[config.mk]
export PLATFORM = sky130hd
export DESIGN_NAME = message_receive_session
export DESIGN_NICKNAME = d
export VERILOG_FILES = /design/src/design/msr_pkg.sv /design/src/design/msr_front.sv /design/src/design/msr_queue.sv /design/src/design/msr_back.sv /design/src/design/message_receive_session.sv
export SDC_FILE = /design/constraint.sdc
export NUM_CORES = 1
export LEC_CHECK = 0
export BUFFER_PORTS_ARGS = -buffer_cell sky130_fd_sc_hd__buf_4
export CAP_MARGIN = 30
export CORE_MARGIN = 4
export CORE_UTILIZATION = 60
export CTS_BUF_LIST = sky130_fd_sc_hd__clkbuf_4
export DETAILED_ROUTE_END_ITERATION = 8
export GPL_TIMING_DRIVEN = 0
export PLACE_DENSITY = 0.76
export REMOVE_ABC_BUFFERS = 1
export SLEW_MARGIN = 40
export SYNTH_ARGS = -nofsm -noshare
export SYNTH_HDL_FRONTEND = slang
export SYNTH_SLANG_ARGS = --single-unit
[constraint.sdc]
create_clock -name clk -period 19.7 [get_ports clk]
set_input_delay 3.94 -clock clk [delete_from_list [all_inputs] [get_ports clk]]
set_output_delay 3.94 -clock clk [all_outputs]
set_load 0.01 [all_outputs]
[src/design/msr_pkg.sv]
// Package for the message receive session block: item, job and config types,
// result kind codes, phase encoding and payload size.
// No dependencies.
package msr_pkg;

    // Payload bytes collected per message (3 to 63)
    localparam int unsigned PAYLOAD_BYTES = 6;
    localparam int unsigned IDX_W         = 6;
    localparam int unsigned CFG_IDX_W     = 2;
    localparam int unsigned CFG_DATA_W    = 16;

    // Payload size at write position width plus one bit
    localparam logic [IDX_W:0] PAYLOAD_LEN = (IDX_W+1)'(PAYLOAD_BYTES);

    // Configuration register indexes
    localparam logic [CFG_IDX_W-1:0] CFG_NODE_ADDRESS  = 2'd0;
    localparam logic [CFG_IDX_W-1:0] CFG_REQUEST_TYPE  = 2'd1;
    localparam logic [CFG_IDX_W-1:0] CFG_MESSAGE_TYPE  = 2'd2;
    localparam logic [CFG_IDX_W-1:0] CFG_TIMEOUT_MS    = 2'd3;

    // Result kinds
    localparam logic [2:0] KIND_ACK     = 3'd0;
    localparam logic [2:0] KIND_BYTE    = 3'd1;
    localparam logic [2:0] KIND_DONE    = 3'd2;
    localparam logic [2:0] KIND_ERROR   = 3'd3;
    localparam logic [2:0] KIND_TIMEOUT = 3'd4;

    // Session phase
    typedef enum logic [1:0] {
        PH_REQ_FIRST  = 2'd0,
        PH_REQ_SECOND = 2'd1,
        PH_MSG_FIRST  = 2'd2,
        PH_MSG_SECOND = 2'd3
    } phase_t;

    typedef struct packed {
        logic        command;
        logic [31:0] link_word;
    } in_item_t;

    typedef struct packed {
        logic [2:0]       result_kind;
        logic [7:0]       ack_destination;
        logic [15:0]      ack_sequence;
        logic [7:0]       data_byte;
        logic [IDX_W-1:0] byte_index;
        logic             last;
    } out_item_t;

    typedef struct packed {
        logic [7:0]  node_address;
        logic [7:0]  request_type_code;
        logic [7:0]  message_type_code;
        logic [15:0] message_timeout_ms;
    } cfg_t;

    // One classified item: either a single result or a group of payload
    // bytes optionally followed by a completion.
    typedef struct packed {
        logic             is_bytes;
        logic [2:0]       kind;
        logic [7:0]       ack_destination;
        logic [15:0]      ack_sequence;
        logic [1:0]       nbytes;
        logic             done;
        logic [IDX_W-1:0] first_index;
        logic [7:0]       byte0;
        logic [7:0]       byte1;
        logic [7:0]       byte2;
    } job_t;

    typedef struct packed {
        logic full;
        logic empty;
    } queue_status_t;

endpackage

[src/design/msr_front.sv]
// Front end: accepts items, holds the session state and the configuration
// registers, and turns each item into at most one job for the queue.
// Depends on msr_pkg.
module msr_front import msr_pkg::*; (
    input  logic                  clk,
    input  logic                  rst_n,
    input  logic                  cfg_write,
    input  logic [CFG_IDX_W-1:0]  cfg_index,
    input  logic [CFG_DATA_W-1:0] cfg_data,
    input  logic                  accept,
    input  in_item_t              item,
    output logic                  job_push,
    output job_t                  job
);

    cfg_t        cfg_reg;
    phase_t      phase_reg, phase_next;
    logic [31:0] held_reg, held_next;
    logic [7:0]  requester_reg, requester_next;
    logic        pair_reg, pair_next;
    logic [7:0]  first_hold_reg, first_hold_next;
    logic [3:0]  second_high_reg, second_high_next;
    logic [IDX_W-1:0] wpos_reg, wpos_next;
    logic [15:0] elapsed_reg, elapsed_next;

    logic [31:0] w;
    logic [9:0]  sum_wide;
    logic        sum_ok;
    logic [11:0] body;
    logic [IDX_W:0] remaining;
    logic [1:0]  nb;
    logic [IDX_W:0] wpos_after;
    logic        emit;

    // Configuration registers
    always_ff @(posedge clk or negedge rst_n) begin
        if (!rst_n) begin
            cfg_reg.node_address       <= 8'd1;
            cfg_reg.request_type_code  <= 8'd1;
            cfg_reg.message_type_code  <= 8'd3;
            cfg_reg.message_timeout_ms <= 16'd1000;
        end else if (cfg_write) begin
            case (cfg_index)
                CFG_NODE_ADDRESS: cfg_reg.node_address      <= cfg_data[7:0];
                CFG_REQUEST_TYPE: cfg_reg.request_type_code <= cfg_data[7:0];
                CFG_MESSAGE_TYPE: cfg_reg.message_type_code <= cfg_data[7:0];
                CFG_TIMEOUT_MS:   cfg_reg.message_timeout_ms <= cfg_data;
                default: ;
            endcase
        end
    end

    // Session state
    always_ff @(posedge clk or negedge rst_n) begin
        if (!rst_n) begin
            phase_reg       <= PH_REQ_FIRST;
            held_reg        <= '0;
            requester_reg   <= 8'd1;
            pair_reg        <= 1'b0;
            first_hold_reg  <= '0;
            second_high_reg <= '0;
            wpos_reg        <= '0;
            elapsed_reg     <= '0;
        end else if (accept) begin
            phase_reg       <= phase_next;
            held_reg        <= held_next;
            requester_reg   <= requester_next;
            pair_reg        <= pair_next;
            first_hold_reg  <= first_hold_next;
            second_high_reg <= second_high_next;
            wpos_reg        <= wpos_next;
            elapsed_reg     <= elapsed_next;
        end
    end

    // Packet checks and payload arithmetic
    assign w = item.link_word;
    assign sum_wide = 10'(held_reg[7:0]) + 10'(held_reg[15:8]) + 10'(held_reg[23:16])
                    + 10'(held_reg[31:24]) + 10'(w[7:0]) + 10'(w[15:8])
                    + 10'(w[23:16]) + 10'(w[31:24]);
    assign sum_ok     = (sum_wide[7:0] == 8'd0);
    assign body       = w[19:8];
    assign remaining  = PAYLOAD_LEN - {1'b0, wpos_reg};
    assign nb         = (remaining >= (IDX_W+1)'(3)) ? 2'd3 : remaining[1:0];
    assign wpos_after = {1'b0, wpos_reg} + (IDX_W+1)'(nb);

    // Next state and job
    always_comb begin
        phase_next       = phase_reg;
        held_next        = held_reg;
        requester_next   = requester_reg;
        pair_next        = pair_reg;
        first_hold_next  = first_hold_reg;
        second_high_next = second_high_reg;
        wpos_next        = wpos_reg;
        elapsed_next     = elapsed_reg;
        emit             = 1'b0;
        job              = '0;

        if (item.command) begin
            // millisecond tick
            case (phase_reg)
                PH_REQ_FIRST:
                begin
                    emit     = 1'b1;
                    job.kind = KIND_TIMEOUT;
                end
                PH_MSG_FIRST, PH_MSG_SECOND:
                begin
                    if (elapsed_reg != 16'hffff) begin
                        elapsed_next = elapsed_reg + 16'd1;
                    end
                    if (elapsed_next >= cfg_reg.message_timeout_ms) begin
                        emit       = 1'b1;
                        job.kind   = KIND_TIMEOUT;
                        phase_next = PH_REQ_FIRST;
                    end
                end
                default: ;
            endcase
        end else begin
            case (phase_reg)
                PH_REQ_FIRST:
                begin
                    if (w[31:24] == cfg_reg.request_type_code) begin
                        held_next  = w;
                        phase_next = PH_REQ_SECOND;
                    end else begin
                        emit     = 1'b1;
                        job.kind = KIND_ERROR;
                    end
                end
                PH_REQ_SECOND:
                begin
                    if (sum_ok && w[31:24] == 8'd0) begin
                        requester_next      = held_reg[7:0];
                        emit                = 1'b1;
                        job.kind            = KIND_ACK;
                        job.ack_destination = held_reg[7:0];
                        job.ack_sequence    = held_reg[23:8] + 16'd1;
                        phase_next          = PH_MSG_FIRST;
                        elapsed_next        = '0;
                        pair_next           = 1'b0;
                        wpos_next           = '0;
                    end else begin
                        emit       = 1'b1;
                        job.kind   = KIND_ERROR;
                        phase_next = PH_REQ_FIRST;
                    end
                end
                PH_MSG_FIRST:
                begin
                    if (w[31:24] == cfg_reg.message_type_code) begin
                        held_next  = w;
                        phase_next = PH_MSG_SECOND;
                    end
                end
                PH_MSG_SECOND:
                begin
                    if (sum_ok && w[31:24] == cfg_reg.node_address
                        && held_reg[7:0] == requester_reg) begin
                        elapsed_next = '0;
                        phase_next   = PH_MSG_FIRST;
                        if (!pair_reg) begin
                            first_hold_next  = body[11:4];
                            second_high_next = body[3:0];
                            pair_next        = 1'b1;
                        end else begin
                            pair_next       = 1'b0;
                            job.is_bytes    = 1'b1;
                            job.kind        = KIND_BYTE;
                            job.nbytes      = nb;
                            job.first_index = wpos_reg;
                            job.byte0       = first_hold_reg;
                            job.byte1       = {second_high_reg, body[11:8]};
                            job.byte2       = body[7:0];
                            job.done        = (wpos_after == PAYLOAD_LEN);
                            wpos_next       = wpos_after[IDX_W-1:0];
                            emit            = (nb != 2'd0) || job.done;
                            if (job.done) begin
                                phase_next = PH_REQ_FIRST;
                            end
                        end
                    end else begin
                        emit       = 1'b1;
                        job.kind   = KIND_ERROR;
                        phase_next = PH_REQ_FIRST;
                    end
                end
                default: ;
            endcase
        end
    end

    assign job_push = accept && emit;

endmodule

[src/design/msr_queue.sv]
// Two-entry job queue between the front end and the result sequencer.
// Depends on msr_pkg.
module msr_queue import msr_pkg::*; (
    input  logic          clk,
    input  logic          rst_n,
    input  logic          push,
    input  job_t          push_job,
    input  logic          pop,
    output job_t          head,
    output queue_status_t status
);

    job_t       slot_reg [2];
    logic       wr_ptr_reg, rd_ptr_reg;
    logic [1:0] count_reg;

    // Entry storage
    always_ff @(posedge clk) begin
        if (push) begin
            slot_reg[wr_ptr_reg] <= push_job;
        end
    end

    // Pointers and fill count
    always_ff @(posedge clk or negedge rst_n) begin
        if (!rst_n) begin
            wr_ptr_reg <= 1'b0;
            rd_ptr_reg <= 1'b0;
            count_reg  <= '0;
        end else begin
            if (push) begin
                wr_ptr_reg <= ~wr_ptr_reg;
            end
            if (pop) begin
                rd_ptr_reg <= ~rd_ptr_reg;
            end
            count_reg <= count_reg + 2'(push) - 2'(pop);
        end
    end

    assign head         = slot_reg[rd_ptr_reg];
    assign status.full  = (count_reg == 2'd2);
    assign status.empty = (count_reg == 2'd0);

    a_no_overflow: assert property (@(posedge clk) disable iff (!rst_n)
        status.full |-> !push || pop)
        else $error("job pushed into full queue");
    a_no_underflow: assert property (@(posedge clk) disable iff (!rst_n)
        pop |-> !status.empty)
        else $error("job popped from empty queue");
    a_count_range: assert property (@(posedge clk) disable iff (!rst_n)
        count_reg != 2'd3)
        else $error("queue count out of range");

endmodule

[src/design/msr_back.sv]
// Result sequencer: expands the head job into one to four results and
// holds each in the output register until taken.
// Depends on msr_pkg.
module msr_back import msr_pkg::*; (
    input  logic      clk,
    input  logic      rst_n,
    input  job_t      head,
    input  logic      head_valid,
    output logic      pop,
    output logic      out_valid,
    input  logic      out_stall,
    output out_item_t out_item
);

    logic [1:0] step_reg;
    logic       valid_reg;
    out_item_t  item_reg;

    logic       load;
    logic [2:0] total;
    logic       is_last;
    out_item_t  item_next;

    assign load    = head_valid && (!valid_reg || !out_stall);
    assign total   = head.is_bytes ? 3'(head.nbytes) + 3'(head.done) : 3'd1;
    assign is_last = (3'(step_reg) + 3'd1 == total);
    assign pop     = load && is_last;

    // Build the result for the current step
    always_comb begin
        item_next      = '0;
        item_next.last = is_last;
        if (!head.is_bytes) begin
            item_next.result_kind     = head.kind;
            item_next.ack_destination = head.ack_destination;
            item_next.ack_sequence    = head.ack_sequence;
        end else if (2'(step_reg) < head.nbytes) begin
            item_next.result_kind = KIND_BYTE;
            item_next.byte_index  = head.first_index + IDX_W'(step_reg);
            case (step_reg)
                2'd0:    item_next.data_byte = head.byte0;
                2'd1:    item_next.data_byte = head.byte1;
                default: item_next.data_byte = head.byte2;
            endcase
        end else begin
            item_next.result_kind = KIND_DONE;
        end
    end

    // Step counter and output register
    always_ff @(posedge clk or negedge rst_n) begin
        if (!rst_n) begin
            step_reg  <= '0;
            valid_reg <= 1'b0;
        end else begin
            if (load) begin
                step_reg  <= is_last ? 2'd0 : step_reg + 2'd1;
                valid_reg <= 1'b1;
            end else if (!out_stall) begin
                valid_reg <= 1'b0;
            end
        end
    end

    always_ff @(posedge clk) begin
        if (load) begin
            item_reg <= item_next;
        end
    end

    assign out_valid = valid_reg;
    assign out_item  = item_reg;

    a_stall_hold: assert property (@(posedge clk) disable iff (!rst_n)
        valid_reg && out_stall |=> valid_reg && $stable(item_reg))
        else $error("stalled result changed");
    a_step_range: assert property (@(posedge clk) disable iff (!rst_n)
        head_valid |-> 3'(step_reg) < total)
        else $error("sequencer step beyond job length");
    a_step_idle: assert property (@(posedge clk) disable iff (!rst_n)
        !head_valid |-> step_reg == 2'd0)
        else $error("sequencer step left over without a job");

endmodule

[src/design/message_receive_session.sv]
// Channel   Dir  Handshake           Payload
// in        in   in_valid/in_stall   in_item_t  (command, link_word)
// out       out  out_valid/out_stall out_item_t (kind, ack, byte, index, last)
// cfg       in   cfg_write           cfg_index, cfg_data (16 bits)
//
// The front end classifies an item in the cycle it is accepted; up to two jobs
// wait in the queue. A job yields one result per cycle through the output
// register while out_stall is low, so an item gives zero to four results
// (payload pair with completion: four). in_stall rises only when the queue is full.
// Reset is asynchronous, active low, and returns to the idle request phase.
// Top level of the message receive session. Depends on msr_pkg, msr_front,
// msr_queue and msr_back.
module message_receive_session import msr_pkg::*; (
    input  logic                  clk,
    input  logic                  rst_n,
    input  logic                  cfg_write,
    input  logic [CFG_IDX_W-1:0]  cfg_index,
    input  logic [CFG_DATA_W-1:0] cfg_data,
    input  logic                  in_valid,
    output logic                  in_stall,
    input  in_item_t              in_item,
    output logic                  out_valid,
    input  logic                  out_stall,
    output out_item_t             out_item
);

    logic          accept;
    logic          job_push;
    job_t          job;
    job_t          head;
    logic          pop;
    queue_status_t qstat;

    assign in_stall = qstat.full;
    assign accept   = in_valid && !qstat.full;

    msr_front u_front (
        .clk       (clk),
        .rst_n     (rst_n),
        .cfg_write (cfg_write),
        .cfg_index (cfg_index),
        .cfg_data  (cfg_data),
        .accept    (accept),
        .item      (in_item),
        .job_push  (job_push),
        .job       (job)
    );

    msr_queue u_queue (
        .clk      (clk),
        .rst_n    (rst_n),
        .push     (job_push),
        .push_job (job),
        .pop      (pop),
        .head     (head),
        .status   (qstat)
    );

    msr_back u_back (
        .clk        (clk),
        .rst_n      (rst_n),
        .head       (head),
        .head_valid (!qstat.empty),
        .pop        (pop),
        .out_valid  (out_valid),
        .out_stall  (out_stall),
        .out_item   (out_item)
    );

endmodule
* Word-level counts from Yosys, hierarchy flattened
Memories as Yosys holds them, arrays and structs flattened.
Index checks and enable logic that the tools add are counted.
W data, S select, Z words.
** Word-level totals
- Register bits after elaboration :: 166
- Memory bits (writable) :: 122
- Bits of input ports :: 56
- Output and inout port bits :: 44
- Word-level logic and storage cells :: 174
- Memories :: 1
** Operators by class
- $add $sub $neg :: 17
- $lt $le $gt $ge :: 3
- Eq/ne operators :: 27
- Mux-type cells :: 63
- Bitwise gates (word level) :: 4
- Reductions and logical operators :: 36
** Memories
- u_queue.slot_reg :: words 2, width 61, rd ports 1, clocked after memory_dff 0, wr ports 1, RTL line msr_queue.sv:13 : job_t slot_reg [2];
** Operators by type and width (number)
- $mux W16 :: 7
- $mux W33 :: 3
- $mux W32 :: 2
- $pmux W32 S2 :: 1
- $mux W57 :: 1
- $add A8 B8 Y8 :: 7
- $mux W24 :: 2
- $add A16 B1 Y16 const B :: 2
- $eq A8 B8 Y1 :: 4
- $pmux W16 S2 :: 1
- $mux W2 :: 14
- $reduce_and A5 Y1 :: 5
- $mux W6 :: 3
- $ge A16 B16 Y1 :: 1
- $logic_not A8 Y1 :: 2
- $ne A16 B16 Y1 const B :: 1
- $ne A2 B1 Y1 const B :: 8
- $pmux W8 S2 :: 1
- $mux W1 :: 15
- $mux W3 :: 5
- $ne A3 B2 Y1 const B :: 4
- $pmux W6 S2 :: 1
- $eq A2 B2 Y1 const B :: 5
- $reduce_and A2 Y1 :: 5
- 29 further kinds :: 50

* Longest topological paths before layout
- Depth in word-level cells :: 16
- Gate-level depth with buffers :: 21
- Gate-level depth less buffers :: 21

* By module
Synthesis repeated with hierarchy kept, for this count alone.
** Unflattened totals
- Cell total of the unflattened synthesis :: 1130
- Area total of the unflattened synthesis :: 15124.5 µm²
** Modules (own cells, without submodules)
- msr_front :: instances 1, cells each 765, area each 8072.7 µm², seq. area each 2941.6 µm²
- msr_queue :: instances 1, cells each 205, area each 4899.7 µm², seq. area each 3763.6 µm²
- msr_back :: instances 1, cells each 158, area each 2134.5 µm², seq. area each 1336.3 µm²
- message_receive_session :: instances 1, cells each 2, area each 17.5 µm², seq. area each 0.0 µm²

* Worst setup path before layout
OpenSTA, ideal clock, no wires.
- Path kind :: input-to-reg
- From :: input port in_item[2] (netlist name)
- To :: memory u_queue.slot_reg[0][0] (netlist name) (enable)
- Setup time :: 0.487 ns
- Data arrival time :: 10.457 ns
- Data required time :: 19.213 ns
- Setup slack :: 8.755 ns
- Stages on the path :: 17
- Path buffers :: 0
- Cells stage by stage :: fa_1 -> inv_1 -> fa_1 -> fa_1 -> fa_1 -> inv_1 -> ha_1 -> inv_1 -> fa_1 -> nor2b_1 -> o311a_1 -> o21ai_0 -> a211oi_1 -> a31oi_1 -> o21a_1 -> o21a_1 -> nor2b_1
** On the way
- Cells in the longest elaborated chain, start to end :: 13
** RTL lines
- start, declared :: RTL line message_receive_session.sv:21 : input in_item_t in_item,
- $add A8 B8 Y8 (2 in a row) :: RTL line msr_front.sv:79 : + 10'(held_reg[31:24]) + 10'(w[7:0]) + 10'(w[15:8])
- $add A8 B8 Y8 (2 in a row) :: RTL line msr_front.sv:80 : + 10'(w[23:16]) + 10'(w[31:24]);
- $logic_not A8 Y1 :: RTL line msr_front.sv:81 : assign sum_ok = (sum_wide[7:0] == 8'd0);
- $logic_and A1 B1 Y1 :: RTL line msr_front.sv:160 : if (sum_ok && w[31:24] == cfg_reg.node_address
- $logic_and A1 B1 Y1 :: RTL line msr_front.sv:161 : && held_reg[7:0] == requester_reg) begin
- $mux W1 :: RTL line msr_front.sv:160
- $pmux W1 S3 :: RTL line msr_front.sv:122 : case (phase_reg)
- $mux W1 :: RTL line msr_front.sv:100 : if (item.command) begin
- $logic_and A1 B1 Y1 :: RTL line msr_front.sv:195 : assign job_push = accept && emit;
- $mux W1 :: RTL line msr_queue.sv:19 : if (push) begin
- $mux W1 (not written as such) :: RTL line msr_queue.sv:20 : slot_reg[wr_ptr_reg] <= push_job;
- end, declared :: RTL line msr_queue.sv:13
Every way passes these cells.

* Worst setup path after layout
- From :: input port in_item[26] (netlist name)
- To :: memory u_queue.slot_reg[0][1] (netlist name) (enable)
** On the way
- Cells in the longest elaborated chain, start to end :: 10
- Elaborated cells between the ends (all ways) :: 13
- Classes of those cells :: add/sub (1); eq/ne (2); mux (6); reduce/logical (4)
** RTL lines (RTL line)
- $add A8 B8 Y8 :: msr_front.sv:80
- $logic_not A8 Y1 :: msr_front.sv:81
- $logic_and A1 B1 Y1 :: msr_front.sv:160
- $logic_and A1 B1 Y1 :: msr_front.sv:161
- $mux W1 :: msr_front.sv:160
- $pmux W1 S3 (*) :: msr_front.sv:122
- $mux W1 (*) :: msr_front.sv:100
- $logic_and A1 B1 Y1 (*) :: msr_front.sv:195
- $mux W1 (*) :: msr_queue.sv:19
- $mux W1 (not written as such) (*) :: msr_queue.sv:20
Every way passes the cells marked *; elsewhere a longest branch is shown, timed or not.

==> flow_summary.ini <==
[worst_setup_path]
max_stage_delay_ns = 0.55
r2r_start = u_front.held_reg[2]
cp_num_buf_inv = 5
cp.required_ns = 20.07
r2r_slack_ns = 13.81
end_kind = register
r2r_cells = 18
crit_family = adder cells
critPathLaunchType = input port
crit_chain = buf_4 > fa_1 > inv_1 > fa_1 > fa_1 > fa_1 > inv_1 > ha_1 > inv_1 > fa_1 > nor2b_1 > nor4_1 > o21ai_0 > a211oi_1 > a31oi_1 > o21a_1 > o21a_1 > nor2b_4 > buf_8
cp_common_cell = fa_1
crit_slowest_cell = fa_1
path_class = input port to register
cp_max_fo = 19
cp_num_cells = 19
r2r_end = u_queue.slot_reg[0][1]
critPathArrivalTime_ns = 9.15

[place]
dpl.hpwl_um = 21000
place.gp.congestion = 0.878
io_buffers = 99
dp_cells = 1518

[power_and_ir_drop]
p_seq_frac = 0.318
power_leakage_nw = 7.14
p_sw_frac = 0.389
combinationalPowerShare = 0.488
intPower_w = 0.00176
power_density_nw_per_um2 = 172
p_clk_frac = 0.194
p_sw_w = 0.00112
peakVddDrop_v = 0.000235

[drt]
first_pass_iters = 4
route.vias.total = 9300
drc_errors = 0
wl_per_cell_um = 17.9
ant_nets = 0
avgViaCountPerCell = 5.64
dr.first_iter.drc_count = 544
routed_wl_um = 29500

[final_layout]
area_growth_pct = 15.7
layout_commonest_cell = edfxtp_1
final_cell_mix = 164 x edfxtp_1, 119 x clkbuf_4, 112 x dfrtp_1
fillerInstances = 1677
drive_gt1_frac = 0.269
largest_register_ffs = 122
nNetsFinal = 1411
fin_cells = 1649

[synth]
ys_ff_latch = 288
synth-xor-area-share = 0.0511
synth_edf_count = 164
syn_avg_cell_area_um2 = 12.7
syn_inst = 1135
synth_top_family_by_area = simple AND/OR/NAND/NOR gates
synth_area_um2 = 14400
yosysSeqAreaShare = 0.557
synthSimpleGateAreaFrac = 0.102
synth_mux_area_frac = 0.0927
synth_compound_area_frac = 0.0733
yosysWarnings = 0
async_reset_ff_frac = 0.431
synth_fa_ha_area_frac = 0.0893
ys_types = 71
ys.flop_type = edfxtp_1

[sta]
rsz0062_at_grt = no
clock_skew_ns = 0.0372
fmax_ghz = 0.114
maxSlewViolCount = 0
slew_headroom = 0.477
final_hold_viol_count = 0
final.period_utilization = 0.446
tns_ns = 0
tightest_slew_ns = 0.782
setup_viol_count_final = 0
period_minus_slack_ns = 8.78

[cts]
clk_transition_reported_paths_ns = 0.07
cts.sinks = 288
cts.repair.resized = 0
cts_buffers = 75
cts_tree = built
clockRootBuffer = clkbuf_4
clock_path_buffers = 3
clock_latency_ns = 0.69
htreeDepth = 3
cts_setup_buffers = 0
hold_buffers = 0

[status]
outcome = finished, final reports clean

[die]
core_um2 = 23500
core.rowCount = 56
dieArea_um2 = 26600
chipHeight_um = 163
num_io_pins = 100
start_util = 0.613
die_w_um = 163

[hold_path]
hold_depth = 1
holdPathEnd = u_queue.count_reg[1]
hold_class = register to register
holdCritStartpoint = u_queue.count_reg[1]

[global_route]
grtUsageTotal = 0.232
grt_max_degree = 65
grt_pass1_wl_um = 48500
first_global_vias = 9638
grt_overflow = 0
antenna_found_initial = 1

[flow_run]
maxCapViolations = 0
how the worst max path moves through the flow:
stage                startpoint                 endpoint  slack, ns
CTS                 in_item[26]   u_queue.slot_reg[0][1]      10.98
floorplan            in_item[2]   u_queue.slot_reg[0][0]       8.76
global route        in_item[26]  u_queue.slot_reg[0][30]      10.63
detailed placement   in_item[2]   u_queue.slot_reg[0][5]      10.30
finish              in_item[26]   u_queue.slot_reg[0][1]      10.92
global placement     in_item[2]  u_queue.slot_reg[0][42]       6.52
metal layers:
| layer | vias to the layer above | track usage | part of all wire |
|---|---|---|---|
| met4 | 0 | 0.0965 | 0.027 |
| met3 | 57 | 0.0467 | 0.054 |
| met1 | 4636 | 0.300 | 0.42 |
| li1 | 4370 | - | - |
| met2 | 237 | 0.386 | 0.49 |
| met5 | - | 0 | 0 |
area by class of cell:
class                   count  area, um2  area share
flip-flops and latches    288       8050       0.482
inverters                  79        297      0.0178
well taps                 319        399      0.0239
clock inverters            11        146     0.00877
repair buffers            114        972      0.0582
diodes                      1       2.50    0.000150
clock buffers             119        893      0.0535
multi-input cells         718       5940       0.356
synth_stat cells (3+ instances only):
master | n | area share
fa_1 | 40 | 0.055
a21oi_1 | 24 | 0.0083
or3_1 | 3 | 0.0013
a21o_1 | 10 | 0.0052
dfstp_2 | 11 | 0.020
a211oi_1 | 10 | 0.0052
xor2_1 | 34 | 0.021
mux2_4 | 10 | 0.010
a22oi_1 | 10 | 0.0052
nand3_1 | 16 | 0.0055
a22o_1 | 16 | 0.0097
and2_1 | 42 | 0.018
dfrtp_1 | 113 | 0.20
nor2b_1 | 10 | 0.0043
nand3b_1 | 5 | 0.0026
or2_2 | 4 | 0.0017
and3_1 | 11 | 0.0048
ha_1 | 39 | 0.034
mux2i_1 | 32 | 0.022
nand4_1 | 9 | 0.0039
nor2_1 | 83 | 0.022
xnor2_1 | 45 | 0.027
nor3_1 | 13 | 0.0045
and4_1 | 5 | 0.0030
clkbuf_1 | 43 | 0.011
nand2b_1 | 5 | 0.0022
o22a_1 | 3 | 0.0018
nand2_1 | 57 | 0.015
nor4_1 | 11 | 0.0048
mux2_2 | 77 | 0.060
inv_1 | 79 | 0.021
o211ai_1 | 5 | 0.0026
buf_1 | 3 | 0.00078
a31oi_1 | 8 | 0.0035
o21ai_0 | 29 | 0.010
edfxtp_1 | 164 | 0.34
o31ai_1 | 8 | 0.0042
a311oi_1 | 8 | 0.0049
cells by family after synthesis:
group                      count (synthesis)
DFF                                      288
buffers and inverters                    129
xor gates and xnor gates                  81
AOI/OAI and AO/OA                        153
and+or+nand+nor                          286
adders and majority gates                 79
muxes                                    119
metrics by stage:
step / util / area [um2] / total power [W] / setup WS, ns / hold WS, ns
2_1_floorplan: - / 14200 / 0.00193 / 8.76 / 0.455
3_3_place_gp: 0.653 / 15400 / 0.00225 / 6.52 / 0.469
3_5_place_dp: 0.665 / 15700 / 0.00232 / 10.30 / 0.479
4_1_cts: 0.709 / 16700 / 0.00289 / 10.98 / 0.499
5_1_grt: 0.709 / 16700 / 0.00311 / 10.63 / 0.519
6_report: 0.709 / 16700 / 0.00288 / 10.92 / 0.494
power groups by stage:
| stage | clock network, W | logic, W | registers, W |
|---|---|---|---|
| 2_1_floorplan | 0 | 0.000998 | 0.000935 |
| 3_3_place_gp | 0 | 0.00130 | 0.000947 |
| 3_5_place_dp | 0 | 0.00140 | 0.000927 |
| 4_1_cts | 0.000572 | 0.00141 | 0.000916 |
| 5_1_grt | 0.000608 | 0.00157 | 0.000932 |
| 6_report | 0.000557 | 0.00141 | 0.000916 |
Note: power is estimated with default switching activity, not from simulation.
